### config.mk
export PLATFORM = sky130hd
export DESIGN_NAME = priority_bitmap_thread_scheduler
export DESIGN_NICKNAME = d
export VERILOG_FILES = /design/src/hdl/psched_pkg.sv /design/src/hdl/psched_ram.sv /design/src/hdl/psched_find.sv /design/src/hdl/priority_bitmap_thread_scheduler.sv
export SDC_FILE = /design/constraint.sdc
export NUM_CORES = 1
export LEC_CHECK = 0
export BUFFER_PORTS_ARGS = -buffer_cell sky130_fd_sc_hd__buf_4
export CAP_MARGIN = 10
export CORE_MARGIN = 8
export CORE_UTILIZATION = 56
export DETAILED_ROUTE_END_ITERATION = 6
export HOLD_SLACK_MARGIN = 0.08
export PLACE_DENSITY = 0.75
export SYNTH_ARGS = -nofsm -noshare
export SYNTH_HDL_FRONTEND = slang
export SYNTH_HIERARCHICAL = 1
export SYNTH_SLANG_ARGS = --single-unit
export TNS_END_PERCENT = 20
### constraint.sdc
create_clock -name clk -period 4.75 [get_ports clk]
set_clock_uncertainty 0.05 [all_clocks]
set_input_delay 0.7125 -clock clk [delete_from_list [all_inputs] [get_ports clk]]
set_output_delay 0.7125 -clock clk [all_outputs]
set_load 0.01 [all_outputs]
### src/hdl/psched_pkg.sv
// Shared definitions of the priority bitmap thread scheduler.
// Holds default parameter values, opcode and status codes and the sequencer states.
// No dependencies.
package psched_pkg;

	localparam int THREAD_COUNT_DEF = 32;
	localparam int TIMEOUT_BITS_DEF = 32;

	typedef enum logic [2:0] {
		OP_START    = 3'd0,
		OP_DELAY    = 3'd1,
		OP_TICK     = 3'd2,
		OP_SWITCH   = 3'd3,
		OP_SCHEDULE = 3'd4
	} op_t;

	typedef enum logic [1:0] {
		ST_OK        = 2'd0,
		ST_BAD_START = 2'd1,
		ST_BAD_DELAY = 2'd2
	} status_t;

	typedef enum logic [1:0] {
		S_IDLE,
		S_TICK,
		S_FIND,
		S_DONE
	} state_t;

endpackage

### src/hdl/psched_ram.sv
// Timeout memory of the scheduler: one write port, one read port, registered read data.
// Depends on nothing but its parameters.
module psched_ram #(
	parameter int DEPTH = 32,
	parameter int WIDTH = 32,
	parameter int AW    = 5
) (
	input  logic             clk,
	input  logic             we,
	input  logic [AW-1:0]    waddr,
	input  logic [WIDTH-1:0] wdata,
	input  logic [AW-1:0]    raddr,
	output logic [WIDTH-1:0] rdata
);

	logic [WIDTH-1:0] mem [DEPTH];
	logic [WIDTH-1:0] rdata_q;

	always_ff @(posedge clk) begin
		if (we) begin
			mem[waddr] <= wdata;
		end
		rdata_q <= mem[raddr];
	end

	assign rdata = rdata_q;

endmodule

### src/hdl/psched_find.sv
// Highest-set-bit search over the ready mask, registered result.
// Searches eight-bit groups first, then picks the highest non-empty group.
module psched_find #(
	parameter int THREAD_COUNT = 32,
	parameter int TW           = 6
) (
	input  logic                    clk,
	input  logic [THREAD_COUNT-1:0] mask,
	output logic [TW-1:0]           next
);

	localparam int GROUPS = (THREAD_COUNT + 7) / 8;
	localparam int PADW   = GROUPS * 8;

	logic [PADW-1:0]   pad;
	logic [GROUPS-1:0] grp_any;
	logic [2:0]        grp_pos [GROUPS];
	logic [TW-1:0]     best;
	logic [TW-1:0]     next_q;

	assign pad = PADW'(mask);

	always_comb begin
		for (int g = 0; g < GROUPS; g++) begin
			grp_any[g] = |pad[g*8 +: 8];
			grp_pos[g] = 3'd0;
			for (int b = 0; b < 8; b++) begin
				if (pad[g*8 + b]) begin
					grp_pos[g] = 3'(b);
				end
			end
		end
	end

	// Priority p owns bit p-1, so the answer is the bit position plus one.
	always_comb begin
		best = '0;
		for (int g = 0; g < GROUPS; g++) begin
			if (grp_any[g]) begin
				best = TW'(g * 8 + int'(grp_pos[g]) + 1);
			end
		end
	end

	always_ff @(posedge clk) begin
		next_q <= best;
	end

	assign next = next_q;

endmodule

### src/hdl/priority_bitmap_thread_scheduler.sv
// Top level of the priority bitmap thread scheduler.
// Depends on psched_pkg, psched_ram and psched_find.

// The scheduler takes one opcode beat at a time and returns one result beat for
// each: the highest ready priority (0 for the idle thread when nothing is
// ready), a switch request when that differs from the running thread or no
// thread runs yet, a status code and the ready and delayed masks. Start,
// delay, switch done and schedule pass from acceptance through S_FIND, where
// the registered priority search settles, to S_DONE, which loads the output
// register once it is free. A tick walks every timeout entry through the
// timeout memory and its registered read data, one entry per cycle with read
// and write-back overlapped, before it goes on to S_FIND and S_DONE. The
// next opcode is accepted as soon as the previous result is loaded, even if
// that result still waits at the output. Timeout entries are only acted on
// for delayed threads, whose entry a delay has written, so the memory needs
// no clearing after reset.
module priority_bitmap_thread_scheduler #(
	parameter int THREAD_COUNT = psched_pkg::THREAD_COUNT_DEF,
	parameter int TIMEOUT_BITS = psched_pkg::TIMEOUT_BITS_DEF
) (
	input  logic        clk,
	input  logic        arst_n,
	input  logic        in_valid,
	output logic        in_ready,
	input  logic [2:0]  opcode,
	input  logic [5:0]  priority_req,
	input  logic [31:0] delay_ticks,
	output logic        out_valid,
	input  logic        out_ready,
	output logic [5:0]  next_thread,
	output logic        switch_needed,
	output logic [1:0]  status,
	output logic [31:0] ready_bits,
	output logic [31:0] delayed_bits
);

	import psched_pkg::*;

	// PW indexes a thread's mask bit and timeout entry; TW holds 0..THREAD_COUNT.
	localparam int PW = (THREAD_COUNT > 1) ? $clog2(THREAD_COUNT) : 1;
	localparam int TW = $clog2(THREAD_COUNT + 1);

	state_t state_q, state_d;

	logic [THREAD_COUNT-1:0] ready_q;
	logic [THREAD_COUNT-1:0] delayed_q;
	logic [THREAD_COUNT:0]   occ_q;
	logic [TW-1:0]           current_q;
	logic                    current_valid_q;
	logic [TW-1:0]           chosen_q;
	status_t                 status_q;

	// Walk of the timeout memory during a tick.
	logic          rd_act_q;
	logic [PW-1:0] rd_idx_q;
	logic          act_s1;
	logic [PW-1:0] idx_s1;

	// Output register.
	logic          out_valid_q;
	logic [5:0]    next_thread_q;
	logic          switch_q;
	logic [1:0]    status_out_q;
	logic [31:0]   ready_out_q;
	logic [31:0]   delayed_out_q;

	logic                    accept;
	logic                    is_start, is_delay, is_tick, is_switch;
	logic [TIMEOUT_BITS-1:0] ticks_m;
	logic                    start_bad;
	logic                    delay_ok;
	logic [TW-1:0]           occ_idx;
	logic [PW-1:0]           prio_bit;
	logic [PW-1:0]           cur_bit;
	logic                    walk_last;
	logic                    tick_hit;
	logic                    tick_expire;
	logic                    load_out;

	logic                    ram_we;
	logic [PW-1:0]           ram_waddr;
	logic [TIMEOUT_BITS-1:0] ram_wdata;
	logic [TIMEOUT_BITS-1:0] ram_rdata;
	logic [TW-1:0]           found;

	assign in_ready = (state_q == S_IDLE);
	assign accept   = in_valid && in_ready;

	assign is_start  = (opcode == OP_START);
	assign is_delay  = (opcode == OP_DELAY);
	assign is_tick   = (opcode == OP_TICK);
	assign is_switch = (opcode == OP_SWITCH);

	assign ticks_m  = TIMEOUT_BITS'(delay_ticks);
	assign occ_idx  = TW'(priority_req);
	assign prio_bit = PW'(priority_req - 6'd1);
	assign cur_bit  = PW'(current_q - TW'(1));

	// Out-of-range priorities are rejected before the occupied slot matters.
	assign start_bad = (7'(priority_req) > 7'(THREAD_COUNT)) || occ_q[occ_idx];
	assign delay_ok  = current_valid_q && (current_q != '0) && (ticks_m != '0);

	// The walk retires entry idx_s1 in the cycle after its read was issued.
	assign tick_hit    = act_s1 && delayed_q[idx_s1];
	assign tick_expire = (ram_rdata <= TIMEOUT_BITS'(1));
	assign walk_last   = act_s1 && !rd_act_q;

	// A delay writes at acceptance and the walk writes only in S_TICK, so the
	// two writers never meet; read and write-back of the walk are one entry apart.
	always_comb begin
		if (tick_hit) begin
			ram_we    = 1'b1;
			ram_waddr = idx_s1;
			ram_wdata = tick_expire ? '0 : ram_rdata - TIMEOUT_BITS'(1);
		end else begin
			ram_we    = accept && is_delay && delay_ok;
			ram_waddr = cur_bit;
			ram_wdata = ticks_m;
		end
	end

	psched_ram #(
		.DEPTH(THREAD_COUNT),
		.WIDTH(TIMEOUT_BITS),
		.AW   (PW)
	) u_ram (
		.clk  (clk),
		.we   (ram_we),
		.waddr(ram_waddr),
		.wdata(ram_wdata),
		.raddr(rd_idx_q),
		.rdata(ram_rdata)
	);

	psched_find #(
		.THREAD_COUNT(THREAD_COUNT),
		.TW          (TW)
	) u_find (
		.clk (clk),
		.mask(ready_q),
		.next(found)
	);

	always_ff @(posedge clk or negedge arst_n) begin
		if (!arst_n) begin
			state_q <= S_IDLE;
		end else begin
			state_q <= state_d;
		end
	end

	always_comb begin
		state_d  = state_q;
		load_out = 1'b0;
		unique case (state_q)
			S_IDLE: begin
				if (accept) begin
					state_d = is_tick ? S_TICK : S_FIND;
				end
			end
			S_TICK: begin
				if (walk_last) begin
					state_d = S_FIND;
				end
			end
			S_FIND: begin
				state_d = S_DONE;
			end
			S_DONE: begin
				// The finished result waits here until the output register is free.
				if (!out_valid_q || out_ready) begin
					load_out = 1'b1;
					state_d  = S_IDLE;
				end
			end
			default: begin
				state_d = S_IDLE;
			end
		endcase
	end

	// Scheduler state and the walk counter.
	always_ff @(posedge clk or negedge arst_n) begin
		if (!arst_n) begin
			ready_q         <= '0;
			delayed_q       <= '0;
			occ_q           <= '0;
			current_q       <= '0;
			current_valid_q <= 1'b0;
			chosen_q        <= '0;
			status_q        <= ST_OK;
			rd_act_q        <= 1'b0;
			rd_idx_q        <= '0;
			act_s1          <= 1'b0;
			idx_s1          <= '0;
		end else begin
			act_s1 <= rd_act_q;
			idx_s1 <= rd_idx_q;
			if (rd_act_q) begin
				if (rd_idx_q == PW'(THREAD_COUNT - 1)) begin
					rd_act_q <= 1'b0;
				end else begin
					rd_idx_q <= rd_idx_q + PW'(1);
				end
			end
			if (tick_hit && tick_expire) begin
				ready_q[idx_s1]   <= 1'b1;
				delayed_q[idx_s1] <= 1'b0;
			end
			if (accept) begin
				unique case (1'b1)
					is_start: begin
						if (start_bad) begin
							status_q <= ST_BAD_START;
						end else begin
							status_q       <= ST_OK;
							occ_q[occ_idx] <= 1'b1;
							if (priority_req != 6'd0) begin
								ready_q[prio_bit] <= 1'b1;
							end
						end
					end
					is_delay: begin
						if (!delay_ok) begin
							status_q <= ST_BAD_DELAY;
						end else begin
							status_q           <= ST_OK;
							ready_q[cur_bit]   <= 1'b0;
							delayed_q[cur_bit] <= 1'b1;
						end
					end
					is_tick: begin
						status_q <= ST_OK;
						rd_act_q <= 1'b1;
						rd_idx_q <= '0;
					end
					is_switch: begin
						status_q        <= ST_OK;
						current_q       <= chosen_q;
						current_valid_q <= 1'b1;
					end
					default: begin
						status_q <= ST_OK;
					end
				endcase
			end
			if (load_out) begin
				chosen_q <= found;
			end
		end
	end

	// Output register.
	always_ff @(posedge clk or negedge arst_n) begin
		if (!arst_n) begin
			out_valid_q <= 1'b0;
		end else if (load_out) begin
			out_valid_q <= 1'b1;
		end else if (out_ready) begin
			out_valid_q <= 1'b0;
		end
	end

	always_ff @(posedge clk) begin
		if (load_out) begin
			next_thread_q <= 6'(found);
			switch_q      <= !current_valid_q || (found != current_q);
			status_out_q  <= status_q;
			ready_out_q   <= 32'(ready_q);
			delayed_out_q <= 32'(delayed_q);
		end
	end

	assign out_valid     = out_valid_q;
	assign next_thread   = next_thread_q;
	assign switch_needed = switch_q;
	assign status        = status_out_q;
	assign ready_bits    = ready_out_q;
	assign delayed_bits  = delayed_out_q;

	// A thread is never ready and delayed at once.
	a_masks_disjoint: assert property (@(posedge clk) disable iff (!arst_n)
		(ready_q & delayed_q) == '0)
		else $error("thread both ready and delayed");

	// Every thread in a mask has an occupied slot.
	a_masks_occupied: assert property (@(posedge clk) disable iff (!arst_n)
		((ready_q | delayed_q) & ~occ_q[THREAD_COUNT:1]) == '0)
		else $error("mask bit without occupied slot");

	// The timeout walk runs only while a tick is in progress.
	a_walk_in_tick: assert property (@(posedge clk) disable iff (!arst_n)
		(rd_act_q || act_s1) |-> (state_q == S_TICK))
		else $error("timeout walk outside a tick");

	// A new result appears only when the sequencer finishes an item.
	a_out_from_done: assert property (@(posedge clk) disable iff (!arst_n)
		$rose(out_valid_q) |-> ($past(state_q) == S_DONE))
		else $error("result loaded outside completion");

endmodule
==> After elaboration in Yosys (flattened, before gate mapping) <==
Memory sizes are Yosys's and may differ from the RTL's. A register that Yosys moved wholly into a read port is not among the register bits.
Index checks and enable logic that the tools add are counted.
{ "classes": {"add_sub_neg": 11, "order_cmp": 10, "n_eq_ne": 11, "n_mux": 80, "bitwise": 9, "reduce_logical": 31} }
{ "ops": {"columns": ["op", "n"], "rows": [
  ["$mux W32", 11],
  ["$or A32 B32 Y32", 3],
  ["$and A32 B32 Y32", 2],
  ["$not A32 Y32", 2],
  ["$pmux W32 S2", 1],
  ["$mux W3", 16],
  ["$or A33 B33 Y33", 1],
  ["$le A32 B1 Y1 const B", 1],
  ["$reduce_bool A32 Y1", 1],
  ["$reduce_or A8 Y1", 4],
  ["$sub A32 B1 Y32 const B", 1],
  ["$mux W2", 13],
  ["$mux W5", 5],
  ["$mux W6", 4],
  ["$mux W1", 22],
  ["$add A6 B2 Y6 const B", 3],
  ["$lt A5 B6 Y1 const B", 3],
  ["$demux W1 S5", 3],
  ["$ge A5 B1 Y1 const B", 3],
  ["$add A5 B3 Y6 const A", 2],
  ["$logic_and A1 B1 Y1", 12],
  ["$reduce_bool A6 Y1", 2],
  ["$sub A5 B1 Y5 const B", 2],
  ["$pmux W2 S4", 1],
  ["26 further kinds", 34]
]} }
{ "word_totals": {"regBits": 206, "ramBits": 1024, "input_bits": 45, "out_inout_bits": 75, "mem_count": 1} }
{ "memory_table": {"columns": ["memory", "depth", "word_bits", "read_ports", "rd_clocked_by_memory_dff", "wr", "line", "rtl"], "rows": [
  ["u_ram.mem", 32, 32, 1, 1, 1, "psched_ram.sv:16", "logic [WIDTH-1:0] mem [DEPTH];"]
]} }

==> Depth between registers and ports, before layout <==
{ "logic_depth": {"word_depth": 12, "ltp_mapped": 13, "mapped_depth_nobuf": 10} }

==> Modules after synthesis <==
The synthesis kept the hierarchy.
{ "modules_own_cells": {"columns": ["mod", "instances", "cells_per_inst", "area_each_um2", "seq_area_each_um2"], "rows": [
  ["psched_ram", 1, 2260, 40485.1, 31390.1],
  ["priority_bitmap_thread_scheduler", 1, 854, 9854.5, 5370.2],
  ["psched_find", 1, 92, 680.7, 120.1]
]} }

==> Least setup slack after synthesis <==
No wires, ideal clock.
{ "synth_timing": {"kind": "register -> register", "start": "register idx_s1[0]", "end": "memory u_ram.mem[10][0], enable pin", "setup_time_ns": 0.421, "arrival_time_ns": 4.386, "t_required_ns": 4.279, "path_slack_ns": -0.107, "path_stages_with_launch": 11, "period_less_slack_ns": 4.857, "path_cell_list": "dfrtp_1 buf_2 mux4_2 a22o_1 o41ai_1 buf_2 buf_2 nor2_1 a31oi_1 or3b_2 nor2_1"} }
{ "synth_between": {"elab_cells_between_ends": 7} }
{ "synth_rtl": {"columns": ["item", "line", "rtl"], "rows": [
  ["from (decl)", "priority_bitmap_thread_scheduler.sv:57", "logic [PW-1:0] idx_s1;"],
  ["from (signal assigned)", "priority_bitmap_thread_scheduler.sv:198", "idx_s1 <= rd_idx_q;"],
  ["$bmux W1 S5", "priority_bitmap_thread_scheduler.sv:104", "assign tick_hit = act_s1 && delayed_q[idx_s1];"],
  ["$mux W1 (implied by the code)", "priority_bitmap_thread_scheduler.sv:104", null],
  ["$logic_and A1 B1 Y1", "priority_bitmap_thread_scheduler.sv:104", null],
  ["$mux W5", "priority_bitmap_thread_scheduler.sv:111", "if (tick_hit) begin"],
  ["named net ram_waddr[3]", "priority_bitmap_thread_scheduler.sv:81", "logic [PW-1:0] ram_waddr;"],
  ["to (decl)", "psched_ram.sv:16", null]
]} }
The timed path passes the listed nets, and every way through them passes these cells. The select of a mux whose other input is x is not followed.

==> Worst setup path in the final report <==
{ "layout_timing": {"start": "register idx_s1[0]", "end": "memory u_ram.mem[24][27], enable pin"} }
Same word-level chain as after synthesis.

==> metrics.csv <==
metric,value,unit
criticalPathCategory,reg2reg,
status,"complete, no violations",
drc,0,
grt-ovfl-total,0,
cp.arrival,4830,ps
critPathLaunchType,flop,
fin_nets,3459,
r2r-end,u_ram/mem[24][27],
detailed_place_hpwl,87.5,mm
pin_count,120,
vdd_ir_drop_max,403,uV
yosys-top-cells-area,"edfxtp_1 (65%), mux2i_1 (10%), dfrtp_1 (6.2%)",
fill_cells,6047,
fin_area,58500,um2
maxCapViolations,0,
p_leak,20.9,nW
syn_area_per_cell,15.9,um2
hold_path.class,in2async,
tightest_slew,1270,ps
fin_tns_setup,0,ps
synthAdderAreaFrac,0.441,%
critPathMaxFanout,32,
place_area,54300,um2
synthTopCellsByCount,"edfxtp_1 (1097), mux2i_1 (528), nand2_1 (172), dfrtp_1 (127), a21oi_1 (115)",
synth_top_family_by_area,multiplexers,
yosysMostFrequentCell,edfxtp_1,
n_antenna_cell,0,
synthXorXnorAreaFrac,0.669,%
totalWireLength,134,mm
synth_compound_area_share,7.34,%
netlist_area,51000,um2
synth_ff_type,edfxtp_1,
cts_tree,built,
clock_latency,720,ps
antenna_left,0,
clock-sinks,1262,
setup_viol,0,
gp_congestion,0.993,
die_area,101000,um2
endpoint_kind,flop,
slew_violations,0,
synth_edf_count,1097,
ys_warn_count,6,
hold_buffers,0,
synthCells,3206,
post_cts_buffers,0,
synth_mux_area_share,11.0,%
grt_pass1_vias,29927,
rsz0062_at_grt,false,
yosys.area_share.simple,6.05,%
grt_pass1_wl,196,mm
powerDensity,609,nW/um2
antenna_found_initial,2,
async_reset_ff_share,10.1,%
maxSlewHeadroom,15.5,%
placementRows,110,
core-area,90100,um2
netlist.area_leader.share,64.6,%
wire_per_inst,28.6,um
initial_core_util,56.6,%
synth-seq-cells,1262,
h-tree-depth,3,
area_growth,14.6,%
track_usage,25.7,%
ctsResizeCount,0,
yosysTopAreaCell,edfxtp_1,
die_y,318,um
cts_inserted_buffers,120,
fin_crit,4570,ps
root_buffer,clkbuf_16,
ff2ff_path_depth,10,
r2r-start,idx_s1[0],
clockBufferDepth,3,
seq_area,36900,um2
required,5010,ps
ys_seq_area_share,72.3,%
grt_max_degree,87,
routed_via_density,6.45,
multi_input_area,13600,um2
clk_pin_slew,60,ps
layout-drive-gt1-share,16.0,%
dr.pass1.iters,7,
hold_viol,0,
fmax,219,MHz
fp.dieW,318,um
synth_cell_types,81,
rrSetupSlack,180,ps
utilization,64.9,%
port-buffer-count,119,
dr.first_iter.drc_count,3492,
synthesis.nets,3269,
vias,30191,
post-route-period-util,96.2,%
-- layout by cell type (no fill, tap or decap), drive strengths merged, types with 19 or more instances in the layout --
cell	instances
a21o	33
a21oi	115
a22o	68
a22oi	99
a31oi	37
a41oi	31
and2	19
buf	250
bufinv	20
clkbuf	142
clkinv	50
dfrtp	127
dfxtp	38
edfxtp	1097
inv	33
mux2i	528
nand2	173
nand3	107
nand4	38
nor2	90
nor3	61
nor4	20
o21bai	26
o22ai	30
o31ai	37
xnor2	27
-- power by group --
| group | switching [mW] | internal [mW] |
|---|---|---|
| registers | 0.699 | 13.9 |
| logic | 7.41 | 3.69 |
| clock network | 4.14 | 5.76 |
| total | 12.3 | 23.4 |
-- cells by family after synthesis --
family / after synthesis
DFF: 1262
adders and majority gates: 18
buffers and inverters: 209
xor gates and xnor gates: 39
muxes: 550
and+or+nand+nor: 606
AOI/OAI and AO/OA: 522
-- worst max-delay path by stage --
stage	from	endpoint	slack (ps)	depth (start not counted)
finish	idx_s1[0]	u_ram/mem[24][27]	180	10
global route	idx_s1[0]	u_ram/mem[24][31]	50	12
CTS	idx_s1[0]	u_ram/mem[24][27]	210	10
detailed placement	idx_s1[0]	u_ram/mem[24][25]	230	10
global placement	idx_s1[0]	u_ram/mem[24][22]	280	10
floorplan	idx_s1[0]	u_ram/mem[10][0]	-110	10
-- state kept, by name (all words and copies together), names as in the netlist --
register / flops
act_s1: 1
chosen_q: 6
current_q: 6
current_valid_q: 1
delayed_bits: 32
delayed_q: 32
idx_s1: 5
next_thread: 6
occ_q: 33
out_valid: 1
rd_act_q: 1
rd_idx_q: 5
ready_bits: 32
ready_q: 32
state_q: 2
status: 2
status_q: 2
switch_needed: 1
u_find/next: 6
u_ram/mem: 1024
u_ram/rdata: 32
-- critical path, cell delays in order (launching register included) --
cell and delay [ps]:
dfrtp_1 600, mux4_2 570, a22o_1 300, o41ai_2 340
buf_4 200, buf_4 180, nor2_1 60, a21oi_1 470
buf_4 250, nand3b_1 180, nor2_4 960
-- area by class of cell --
cell class | instances | area share [%]
clock buffer | 142 | 5.29
clock inverter | 86 | 1.75
inverter | 27 | 0.173
multi-input combinational | 1735 | 23.3
sequential | 1262 | 63.1
tap | 1176 | 2.52
timing repair buffer | 250 | 3.94
-- metal layers --
layer  part of all wire, %  up-vias  track usage (%)  routed length, um
met1                    38    15344             33.6              51300
met4                   4.4        2             10.4               5870
met2                    49     1535             43.4              66100
met5                0.0097        -                0                 13
li1                      -    13028                -                  -
met3                   7.8      282             3.54              10500
-- metrics by stage --
stage	setup slack [ps]	hold slack, ps	cells	power (mW)
finish	179	102	4678	35.6
global route	49.1	171	4678	36.8
CTS	211	112	4677	35.6
detailed placement	232	399	4449	25.8
global placement	280	387	4449	25.5
floorplan	-107	367	3206	21.4
Power figures use the tool's default switching activity.
